File: src/rtl/srfp_pkg.sv
// package for the servo reply frame parser
// holds the status codes, the frame constants and the result struct
// no dependencies
package srfp_pkg;

    localparam int unsigned BYTE_W    = 8;
    localparam int unsigned COUNT_W   = 16;
    localparam int unsigned STATUS_W  = 2;
    localparam int unsigned POS_W     = 3;

    localparam logic [BYTE_W-1:0] SYNC_RESET = 8'h3E;

    localparam logic [POS_W-1:0] POS_HUNT     = 3'd0;
    localparam logic [POS_W-1:0] POS_COMMAND  = 3'd1;
    localparam logic [POS_W-1:0] POS_ID       = 3'd2;
    localparam logic [POS_W-1:0] POS_HDR_DATA = 3'd3;
    localparam logic [POS_W-1:0] POS_HDR_SUM  = 3'd4;
    localparam logic [POS_W-1:0] POS_CNT_LOW  = 3'd5;
    localparam logic [POS_W-1:0] POS_CNT_HIGH = 3'd6;
    localparam logic [POS_W-1:0] POS_DATA_SUM = 3'd7;

    localparam logic [STATUS_W-1:0] STATUS_OK       = 2'd0;
    localparam logic [STATUS_W-1:0] STATUS_HDR_BAD  = 2'd1;
    localparam logic [STATUS_W-1:0] STATUS_DATA_BAD = 2'd2;

    typedef struct packed {
        logic                done;
        logic [BYTE_W-1:0]   reply_command;
        logic [BYTE_W-1:0]   device_id;
        logic [COUNT_W-1:0]  encoder_count;
        logic [STATUS_W-1:0] frame_status;
    } result_t;

endpackage

File: src/rtl/servo_reply_frame_parser.sv
// top level of the servo reply frame parser
// input register, parse core and result register
// depends on srfp_pkg and srfp_parse_core
//
// usage:
//   bytes enter on rx_byte with in_valid / in_ready; one result per reply frame
//   leaves on reply_command, device_id, encoder_count and frame_status with
//   out_valid / out_ready
//   a frame is the sync byte followed by seven bytes; the transaction of the last
//   byte yields the result, every other byte yields none
//   the last byte is held in the input register; its result is then registered
//   throughput: one byte per cycle, set by the combinational add and compare
//   in the parse core; the input register takes a byte every cycle while the
//   result register can move on
//   the user must write sync_byte through cfg_wr_en / cfg_wr_data while the
//   block is idle; the block does not enforce this; reset: sync byte returns
//   to 0x3E, the parser hunts, both registers empty; stall: a held result
//   stops the input register from advancing, so in_ready falls once it holds
//   a byte; at most one byte is taken in while out_ready stays low
module servo_reply_frame_parser
(
    input  logic                          clk,
    input  logic                          rst_n,
    input  logic                          cfg_wr_en,
    input  logic [srfp_pkg::BYTE_W-1:0]   cfg_wr_data,
    input  logic                          in_valid,
    output logic                          in_ready,
    input  logic [srfp_pkg::BYTE_W-1:0]   rx_byte,
    output logic                          out_valid,
    input  logic                          out_ready,
    output logic [srfp_pkg::BYTE_W-1:0]   reply_command,
    output logic [srfp_pkg::BYTE_W-1:0]   device_id,
    output logic [srfp_pkg::COUNT_W-1:0]  encoder_count,
    output logic [srfp_pkg::STATUS_W-1:0] frame_status
);

    logic [srfp_pkg::BYTE_W-1:0] sync_reg;
    logic                        in_valid_reg;
    logic [srfp_pkg::BYTE_W-1:0] in_byte_reg;
    logic                        out_valid_reg;
    srfp_pkg::result_t           out_reg;
    srfp_pkg::result_t           result;
    logic                        advance;

    assign advance  = in_valid_reg && (!out_valid_reg || out_ready);
    assign in_ready = !in_valid_reg || advance;

    srfp_parse_core u_core
    (
        .clk       (clk),
        .rst_n     (rst_n),
        .step      (advance),
        .rx_byte   (in_byte_reg),
        .sync_byte (sync_reg),
        .result    (result)
    );

    always_ff @(posedge clk or negedge rst_n)
    begin
        if (!rst_n)
        begin
            sync_reg      <= srfp_pkg::SYNC_RESET;
            in_valid_reg  <= 1'b0;
            out_valid_reg <= 1'b0;
        end
        else
        begin
            if (cfg_wr_en)
            begin
                sync_reg <= cfg_wr_data;
            end
            if (in_ready)
            begin
                in_valid_reg <= in_valid;
            end
            if (advance && result.done)
            begin
                out_valid_reg <= 1'b1;
            end
            else if (out_ready)
            begin
                out_valid_reg <= 1'b0;
            end
        end
    end

    always_ff @(posedge clk)
    begin
        if (in_ready && in_valid)
        begin
            in_byte_reg <= rx_byte;
        end
        if (advance && result.done)
        begin
            out_reg <= result;
        end
    end

    assign out_valid     = out_valid_reg;
    assign reply_command = out_reg.reply_command;
    assign device_id     = out_reg.device_id;
    assign encoder_count = out_reg.encoder_count;
    assign frame_status  = out_reg.frame_status;

endmodule

File: src/rtl/srfp_parse_core.sv
// frame tracking state and checksum logic of the servo reply frame parser
// depends on srfp_pkg
module srfp_parse_core
(
    input  logic                        clk,
    input  logic                        rst_n,
    input  logic                        step,
    input  logic [srfp_pkg::BYTE_W-1:0] rx_byte,
    input  logic [srfp_pkg::BYTE_W-1:0] sync_byte,
    output srfp_pkg::result_t           result
);

    logic [srfp_pkg::POS_W-1:0]  pos_reg;
    logic [srfp_pkg::POS_W-1:0]  pos_next;
    logic [srfp_pkg::BYTE_W-1:0] header_sum_reg;
    logic [srfp_pkg::BYTE_W-1:0] header_sum_next;
    logic                        header_ok_reg;
    logic                        header_ok_next;
    logic [srfp_pkg::BYTE_W-1:0] command_reg;
    logic [srfp_pkg::BYTE_W-1:0] command_next;
    logic [srfp_pkg::BYTE_W-1:0] id_reg;
    logic [srfp_pkg::BYTE_W-1:0] id_next;
    logic [srfp_pkg::BYTE_W-1:0] count_low_reg;
    logic [srfp_pkg::BYTE_W-1:0] count_low_next;
    logic [srfp_pkg::BYTE_W-1:0] count_high_reg;
    logic [srfp_pkg::BYTE_W-1:0] count_high_next;
    logic [srfp_pkg::BYTE_W-1:0] data_sum;

    assign data_sum = count_low_reg + count_high_reg;

    always_comb
    begin
        pos_next        = pos_reg;
        header_sum_next = header_sum_reg;
        header_ok_next  = header_ok_reg;
        command_next    = command_reg;
        id_next         = id_reg;
        count_low_next  = count_low_reg;
        count_high_next = count_high_reg;
        result.done          = 1'b0;
        result.reply_command = command_reg;
        result.device_id     = id_reg;
        result.encoder_count = {count_high_reg, count_low_reg};
        result.frame_status  = srfp_pkg::STATUS_OK;
        if (!header_ok_reg)
        begin
            result.frame_status = srfp_pkg::STATUS_HDR_BAD;
        end
        else if (rx_byte != data_sum)
        begin
            result.frame_status = srfp_pkg::STATUS_DATA_BAD;
        end
        if (step)
        begin
            unique case (pos_reg)
                srfp_pkg::POS_HUNT:
                begin
                    if (rx_byte == sync_byte)
                    begin
                        header_sum_next = rx_byte;
                        pos_next        = srfp_pkg::POS_COMMAND;
                    end
                end
                srfp_pkg::POS_COMMAND:
                begin
                    command_next    = rx_byte;
                    header_sum_next = header_sum_reg + rx_byte;
                    pos_next        = srfp_pkg::POS_ID;
                end
                srfp_pkg::POS_ID:
                begin
                    id_next         = rx_byte;
                    header_sum_next = header_sum_reg + rx_byte;
                    pos_next        = srfp_pkg::POS_HDR_DATA;
                end
                srfp_pkg::POS_HDR_DATA:
                begin
                    header_sum_next = header_sum_reg + rx_byte;
                    pos_next        = srfp_pkg::POS_HDR_SUM;
                end
                srfp_pkg::POS_HDR_SUM:
                begin
                    header_ok_next = (rx_byte == header_sum_reg);
                    pos_next       = srfp_pkg::POS_CNT_LOW;
                end
                srfp_pkg::POS_CNT_LOW:
                begin
                    count_low_next = rx_byte;
                    pos_next       = srfp_pkg::POS_CNT_HIGH;
                end
                srfp_pkg::POS_CNT_HIGH:
                begin
                    count_high_next = rx_byte;
                    pos_next        = srfp_pkg::POS_DATA_SUM;
                end
                default:
                begin
                    // last frame byte: report and hunt again
                    result.done = 1'b1;
                    pos_next    = srfp_pkg::POS_HUNT;
                end
            endcase
        end
    end

    always_ff @(posedge clk or negedge rst_n)
    begin
        if (!rst_n)
        begin
            pos_reg        <= srfp_pkg::POS_HUNT;
            header_sum_reg <= '0;
            header_ok_reg  <= 1'b0;
            command_reg    <= '0;
            id_reg         <= '0;
            count_low_reg  <= '0;
            count_high_reg <= '0;
        end
        else
        begin
            pos_reg        <= pos_next;
            header_sum_reg <= header_sum_next;
            header_ok_reg  <= header_ok_next;
            command_reg    <= command_next;
            id_reg         <= id_next;
            count_low_reg  <= count_low_next;
            count_high_reg <= count_high_next;
        end
    end

endmodule
File: config.mk
export PLATFORM = sky130hd
export DESIGN_NAME = servo_reply_frame_parser
export DESIGN_NICKNAME = d
export VERILOG_FILES = /design/src/rtl/srfp_pkg.sv /design/src/rtl/servo_reply_frame_parser.sv /design/src/rtl/srfp_parse_core.sv
export SDC_FILE = /design/constraint.sdc
export NUM_CORES = 1
export LEC_CHECK = 0
export ABC_CLOCK_PERIOD_IN_PS = 2970
export BUFFER_PORTS_ARGS = -buffer_cell sky130_fd_sc_hd__buf_2
export CELL_PAD_IN_SITES_DETAIL_PLACEMENT = 0
export CELL_PAD_IN_SITES_GLOBAL_PLACEMENT = 2
export CORE_MARGIN = 1.5
export CORE_UTILIZATION = 36
export DETAILED_ROUTE_END_ITERATION = 8
export GPL_TIMING_DRIVEN = 0
export PLACE_DENSITY_LB_ADDON = 0.1
export SLEW_MARGIN = 0
export SYNTH_ARGS = -nofsm -noshare
export SYNTH_HDL_FRONTEND = slang
export SYNTH_HIERARCHICAL = 1
export SYNTH_SLANG_ARGS = --single-unit
File: constraint.sdc
create_clock -name clk -period 2.97 [get_ports clk]
set_input_delay 0.297 -clock clk [delete_from_list [all_inputs] [get_ports clk]]
set_output_delay 0.297 -clock clk [all_outputs]
set_load 0.1 [all_outputs]
## Word level (Yosys, flattened, before mapping)

Cells that the tools add are included.
W data, S select, Z words.

| storage, ports and cells | value |
|---|---|
| register bits after elaboration | 96 |
| input port bits | 21 |

| operators by class | value |
|---|---|
| $add $sub $neg | 2 |
| eq/ne operators | 10 |
| muxes and demuxes | 9 |
| reductions and logical operators | 19 |

Operator list:

| kind | count |
|---|---|
| $pmux W3 S7 | 1 |
| $add A8 B8 Y8 | 2 |
| $eq A8 B8 Y1 | 2 |
| $pmux W8 S2 | 1 |
| $reduce_and A2 Y1 | 6 |
| $eq A3 B3 Y1 const B | 3 |
| $mux W8 | 1 |
| $ne A8 B8 Y1 | 1 |
| $reduce_or A7 Y1 | 1 |
| $eq A3 B2 Y1 const B | 2 |
| $mux W1 | 4 |
| $reduce_bool A2 Y1 | 2 |
| $eq A3 B1 Y1 const B | 1 |
| $logic_and A1 B1 Y1 | 3 |
| $logic_not A3 Y1 | 1 |
| $mux W3 | 1 |
| $reduce_and A3 Y1 | 1 |
| $reduce_or A3 Y1 | 1 |
| $logic_not A1 Y1 | 2 |
| $logic_or A1 B1 Y1 | 2 |
| $mux W2 | 1 |
| $ne A2 B1 Y1 const B | 1 |

## Depth between registers and ports, before layout

| depth | value |
|---|---|
| depth after elaboration | 6 |
| mapped depth | 9 |

## Modules after synthesis

Netlist, hierarchy kept.

Modules (own cells, without submodules):

| module | times used | cells an instance | area each (um^2) | sequential area each (um^2) |
|---|---|---|---|---|
| srfp_parse_core | 1 | 237 | 2575.0 | 1101.1 |
| servo_reply_frame_parser | 1 | 69 | 1695.4 | 1517.7 |

## Worst setup path before layout

OpenSTA, ideal clock, no wires.

| timing path | value |
|---|---|
| kind | reg2reg |
| start point | register out_valid_reg, in the netlist out_valid |
| end point | register out_reg, in the netlist device_id[0], enable pin |
| data arrival time | 2994 ps |
| data required time | 2541 ps |
| slack | -453 ps |
| cell stages (with the launch flop) | 7 |
| period minus slack after synthesis | 3423 ps |
| path through | dfrtp_1 -> nand2b_1 -> and2_1 -> nand2_1 -> nor2_1 -> nand2_1 -> nor2b_1 |

RTL lines:

| what | line | source |
|---|---|---|
| from (decl) | servo_reply_frame_parser.sv:40 | `logic out_valid_reg;` |
| from (signal assigned) | servo_reply_frame_parser.sv:64 | `out_valid_reg <= 1'b0;` |
| from (signal assigned) | servo_reply_frame_parser.sv:78 | `out_valid_reg <= 1'b1;` |
| from (signal assigned) | servo_reply_frame_parser.sv:82 | `out_valid_reg <= 1'b0;` |
| to (signal assigned) | servo_reply_frame_parser.sv:95 | `out_reg <= result;` |
| to (decl) | servo_reply_frame_parser.sv:41 | `srfp_pkg::result_t out_reg;` |

## Worst setup path in the final report

| timing path | value |
|---|---|
| start point | register u_core/count_low_reg[0] (netlist name) |
| end point | register out_reg, in the netlist frame_status[1] (data pin) |

| between the ends | value |
|---|---|
| cells in the longest elaborated chain, start to end | 3 |

Ends and longest elaborated chain:

| what | line | source |
|---|---|---|
| from (decl) | srfp_parse_core.sv:23 | `logic [srfp_pkg::BYTE_W-1:0] count_low_reg;` |
| from (signal assigned) | srfp_parse_core.sv:125 | `count_low_reg <= count_low_next;` |
| $add A8 B8 Y8 | srfp_parse_core.sv:29 | `assign data_sum = count_low_reg + count_high_reg;` |
| $ne A8 B8 Y1 | srfp_parse_core.sv:49 | `else if (rx_byte != data_sum)` |
| $mux W2 | srfp_parse_core.sv:49 |  |

Every way passes these cells.
A chain may end at the register's enable or synchronous reset.

==> qor.log <==
INFO  flow_run       maxCapViolCount=0
INFO  sta            maxClockFrequency=426.1MHz
INFO  sta            totalNegativeSetupSlack=0ns
INFO  setup_path     timing.critical_path.fanout_max=3
INFO  yosys          yosysWarnings=6
INFO  sta            final_hold_viol_count=0
INFO  sta            finalSetupViolations=0
INFO  cells_and_area layout.cells.non_filler=520
INFO  yosys          mappedNetlistArea=4270um2
INFO  place          detailedPlace.worstSlack=0.6266ns
INFO  setup_path     cp_data_required_time=3.03ns
INFO  yosys          synth.yosys.seq_area_share=61.32%
INFO  pwr            ir_drop=0.2930mV
INFO  cts            cts_tree=done
INFO  yosys          ys_async_sr_fraction=56.25%
INFO  floorplan      design.die.area=12530um2
INFO  sta            tightest_slew=0.9455ns
INFO  global_routing global_route_total_overflow=0
INFO  cts            cts_hold_buf=0
INFO  cells_and_area design_area=5007um2
INFO  cells_and_area area.growth.synth_to_final=17.26%
INFO  yosys          synth_top_area_share=29.53%
INFO  cells_and_area count_of_nets_after_finishing=409
INFO  route          vias_per_cell=4.779
INFO  sta            fin_worst_skew=0.007242ns
INFO  cts            cts_setup_buffers=0
INFO  global_routing maximum_number_of_pins_on_one_net_before_global_route_repair=55
INFO  global_routing grt_usage=14.93%
INFO  place          dp_cells=504
INFO  route          routedWlPerCell=16.25um
INFO  yosys          post_synth_inst_count=306
INFO  yosys          mappedNetlistNets=343
INFO  cts            cts_num_sinks=96
INFO  outcome        run_status=finished with violations
INFO  cells_and_area final_util=43.48%
INFO  route          detail_route.first_pass.iterations=6
INFO  route          final_antenna_violating_net_count=0
INFO  cts            clk-insertion-delay-late=0.35ns
INFO  min_path       timing.hold.worst.class=in -> async
INFO  setup_path     worst_ep_arrival=2.41ns
INFO  cts            cts_buffers=9
INFO  floorplan      die_h=111.9um
INFO  cells_and_area diodes=0
INFO  sta            setup_ws=0.6233ns
INFO  route          drc=10
INFO  route          drt_iter0_drc=119
INFO  floorplan      initial_core_util=37.08%
INFO  cts            post_cts.resized_instances=0
INFO  outcome        violations=design-rule violations
INFO  place          port_buffers=55
INFO  yosys          post_synth.cell_area_avg=13.96um2
INFO  place          dpl_cell_area=4732um2
INFO  cts            cts_buffer_depth=2
INFO  pwr            power.leakage=2.099nW
INFO  route          dr_total_vias=2485
INFO  setup_path     worst_r2r_path_depth=8
INFO  cells_and_area largest_register_ff_count=16
INFO  cts            clk_root_buffer_cell=clkbuf_16
INFO  setup_path     timing.critical_path.to_type=flip-flop
INFO  place          routability_congestion=0.7382
INFO  cts            clk_pin_slew=0.07ns
INFO  pwr            power_density=993.5nW/um2
INFO  floorplan      die_x=111.9um
INFO  sta            timing.final.crit_share=79.01%
INFO  yosys          synth.top_cells.by_area=edfxtp_1, dfrtp_1, mux2_1
INFO  setup_path     ff2ff_setup_slack=0.62ns
INFO  route          wl=8.449mm
INFO  global_routing via_count_of_the_first_global_routing_pass=2641
INFO  cts            cts-htree-levels=3
INFO  sta            max_slew_margin=36.83%
INFO  sta            fin_crit=2.347ns
INFO  global_routing grt_first_pass_wirelength=13.94mm
INFO  sta            grt_setup_unrepaired=false
INFO  cells_and_area nFillCells=1101
INFO  yosys          synth_area_leader_cell=edfxtp_1
INFO  yosys          synth-edff-count=42
INFO  sta            drv_slew=0
INFO  yosys          ys_ff_latch=96
INFO  setup_path     timing_worst_setup_path_type=reg -> reg
INFO  floorplan      boundaryPins=57
INFO  setup_path     critical_path.reg2reg.endpoint=frame_status[1]$_DFFE_PP_
INFO  global_routing antenna_found_initial=0
INFO  cells_and_area layout.cells.most_common_list=buf_2, dfrtp_1, edfxtp_1, xnor2_1, mux2_1
INFO  floorplan      core-area=11520um2
INFO  floorplan      rows=39
INFO  yosys          yosysUniqueCellTypes=48
INFO  cells_and_area layout_commonest_cell=buf_2
INFO  yosys          synth_ff_type=dfrtp_1
INFO  setup_path     critical_path.startpoint_type=flip-flop
INFO  setup_path     regToRegStartpoint=u_core/count_low_reg[0]$_DFFE_PN0P_
INFO  place          dp_hpwl=5.575mm
INFO  cells_and_area post_route_cells_drive_above_1_share=27.59%
[layout make-up]
class                           instances  area, um2  share of cell area (%)
Inverter                                8      30.03                  0.5997
Clock inverter                          6      43.79                  0.8746
Timing Repair Buffer                   55      277.8                   5.547
Tap cell                              143      178.9                   3.573
Multi-Input combinational cell        188       1551                   30.98
Clock buffer                           10      229.0                   4.573
Sequential cell                        96       2619                   52.30
Buffer                                 14      77.57                   1.549
[critical path: stages, from the launching register on]
cell      delay [ns]
dfrtp_1         0.41
ha_1            0.24
fa_1            0.42
a21o_1          0.20
a21oi_1         0.21
o21bai_1        0.09
a21oi_1         0.18
xnor2_1         0.16
a41oi_2         0.15
[Yosys cell counts, types with 6 or more instances]
cell,count
edfxtp_1,42
mux2_1,21
nor2_1,7
nand2_1,18
nor2b_1,6
xnor2_1,24
mux2_4,8
inv_1,8
o21ai_1,10
dfrtp_1,49
a21oi_1,10
mux2_2,10
ha_1,14
[cell families (layout without fill, tap and decap cells)]
kind of cell               count (synthesis)  count (layout)  share of synthesized area [%]
and+or+nand+nor                           58              58                          7.296
AOI/OAI and AO/OA                         45              45                          6.651
adders and majority gates                 16              16                          5.040
buffers and inverters                     22              93                          2.520
muxes                                     40              40                          11.22
DFF                                       96              96                          61.32
xor gates and xnor gates                  29              29                          5.948
[metrics by stage]
step | hold WS (ns) | total power, W
floorplan | 0.001409 | 0.003532
global placement | 0.4273 | 0.003896
detailed placement | 0.4292 | 0.003923
CTS | 0.1092 | 0.005034
global route | 0.07330 | 0.005362
finish | 0.009885 | 0.004975
[metal layers]
layer | GRT usage [%] | wire length (um) | vias up
li1 | - | - | 1235
met1 | 19.87 | 4019 | 1195
met2 | 23.70 | 3972 | 43
met3 | 2.722 | 275 | 12
met4 | 7.179 | 181 | 0
met5 | 0 | 0 | -
[where the power goes]
part / switching (W) / total, W / internal, W
logic: 0.00104 / 0.00185 / 0.000813
clock network: 0.000511 / 0.00108 / 0.000574
registers: 0.000229 / 0.00204 / 0.00181
[worst max-delay path by stage]
| stage | start | end | slack (ns) | cells past startpoint |
|---|---|---|---|---|
| 6_report | u_core/count_low_reg[0]$_DFFE_PN0P_ | frame_status[1]$_DFFE_PP_ | 0.62 | 8 |
| 5_1_grt | out_valid$_DFFE_PN0P_ | encoder_count[10]$_DFFE_PP_ | 0.46 | 6 |
| 4_1_cts | u_core/count_high_reg[0]$_DFFE_PN0P_ | frame_status[1]$_DFFE_PP_ | 0.61 | 8 |
| 3_5_place_dp | u_core/count_low_reg[2]$_DFFE_PN0P_ | frame_status[1]$_DFFE_PP_ | 0.63 | 7 |
| 3_3_place_gp | out_ready | encoder_count[9]$_DFFE_PP_ | 0.18 | 7 |
| 2_1_floorplan | out_valid$_DFFE_PN0P_ | device_id[0]$_DFFE_PP_ | 0.19 | 6 |
Note: power is estimated with default switching activity, not from simulation.
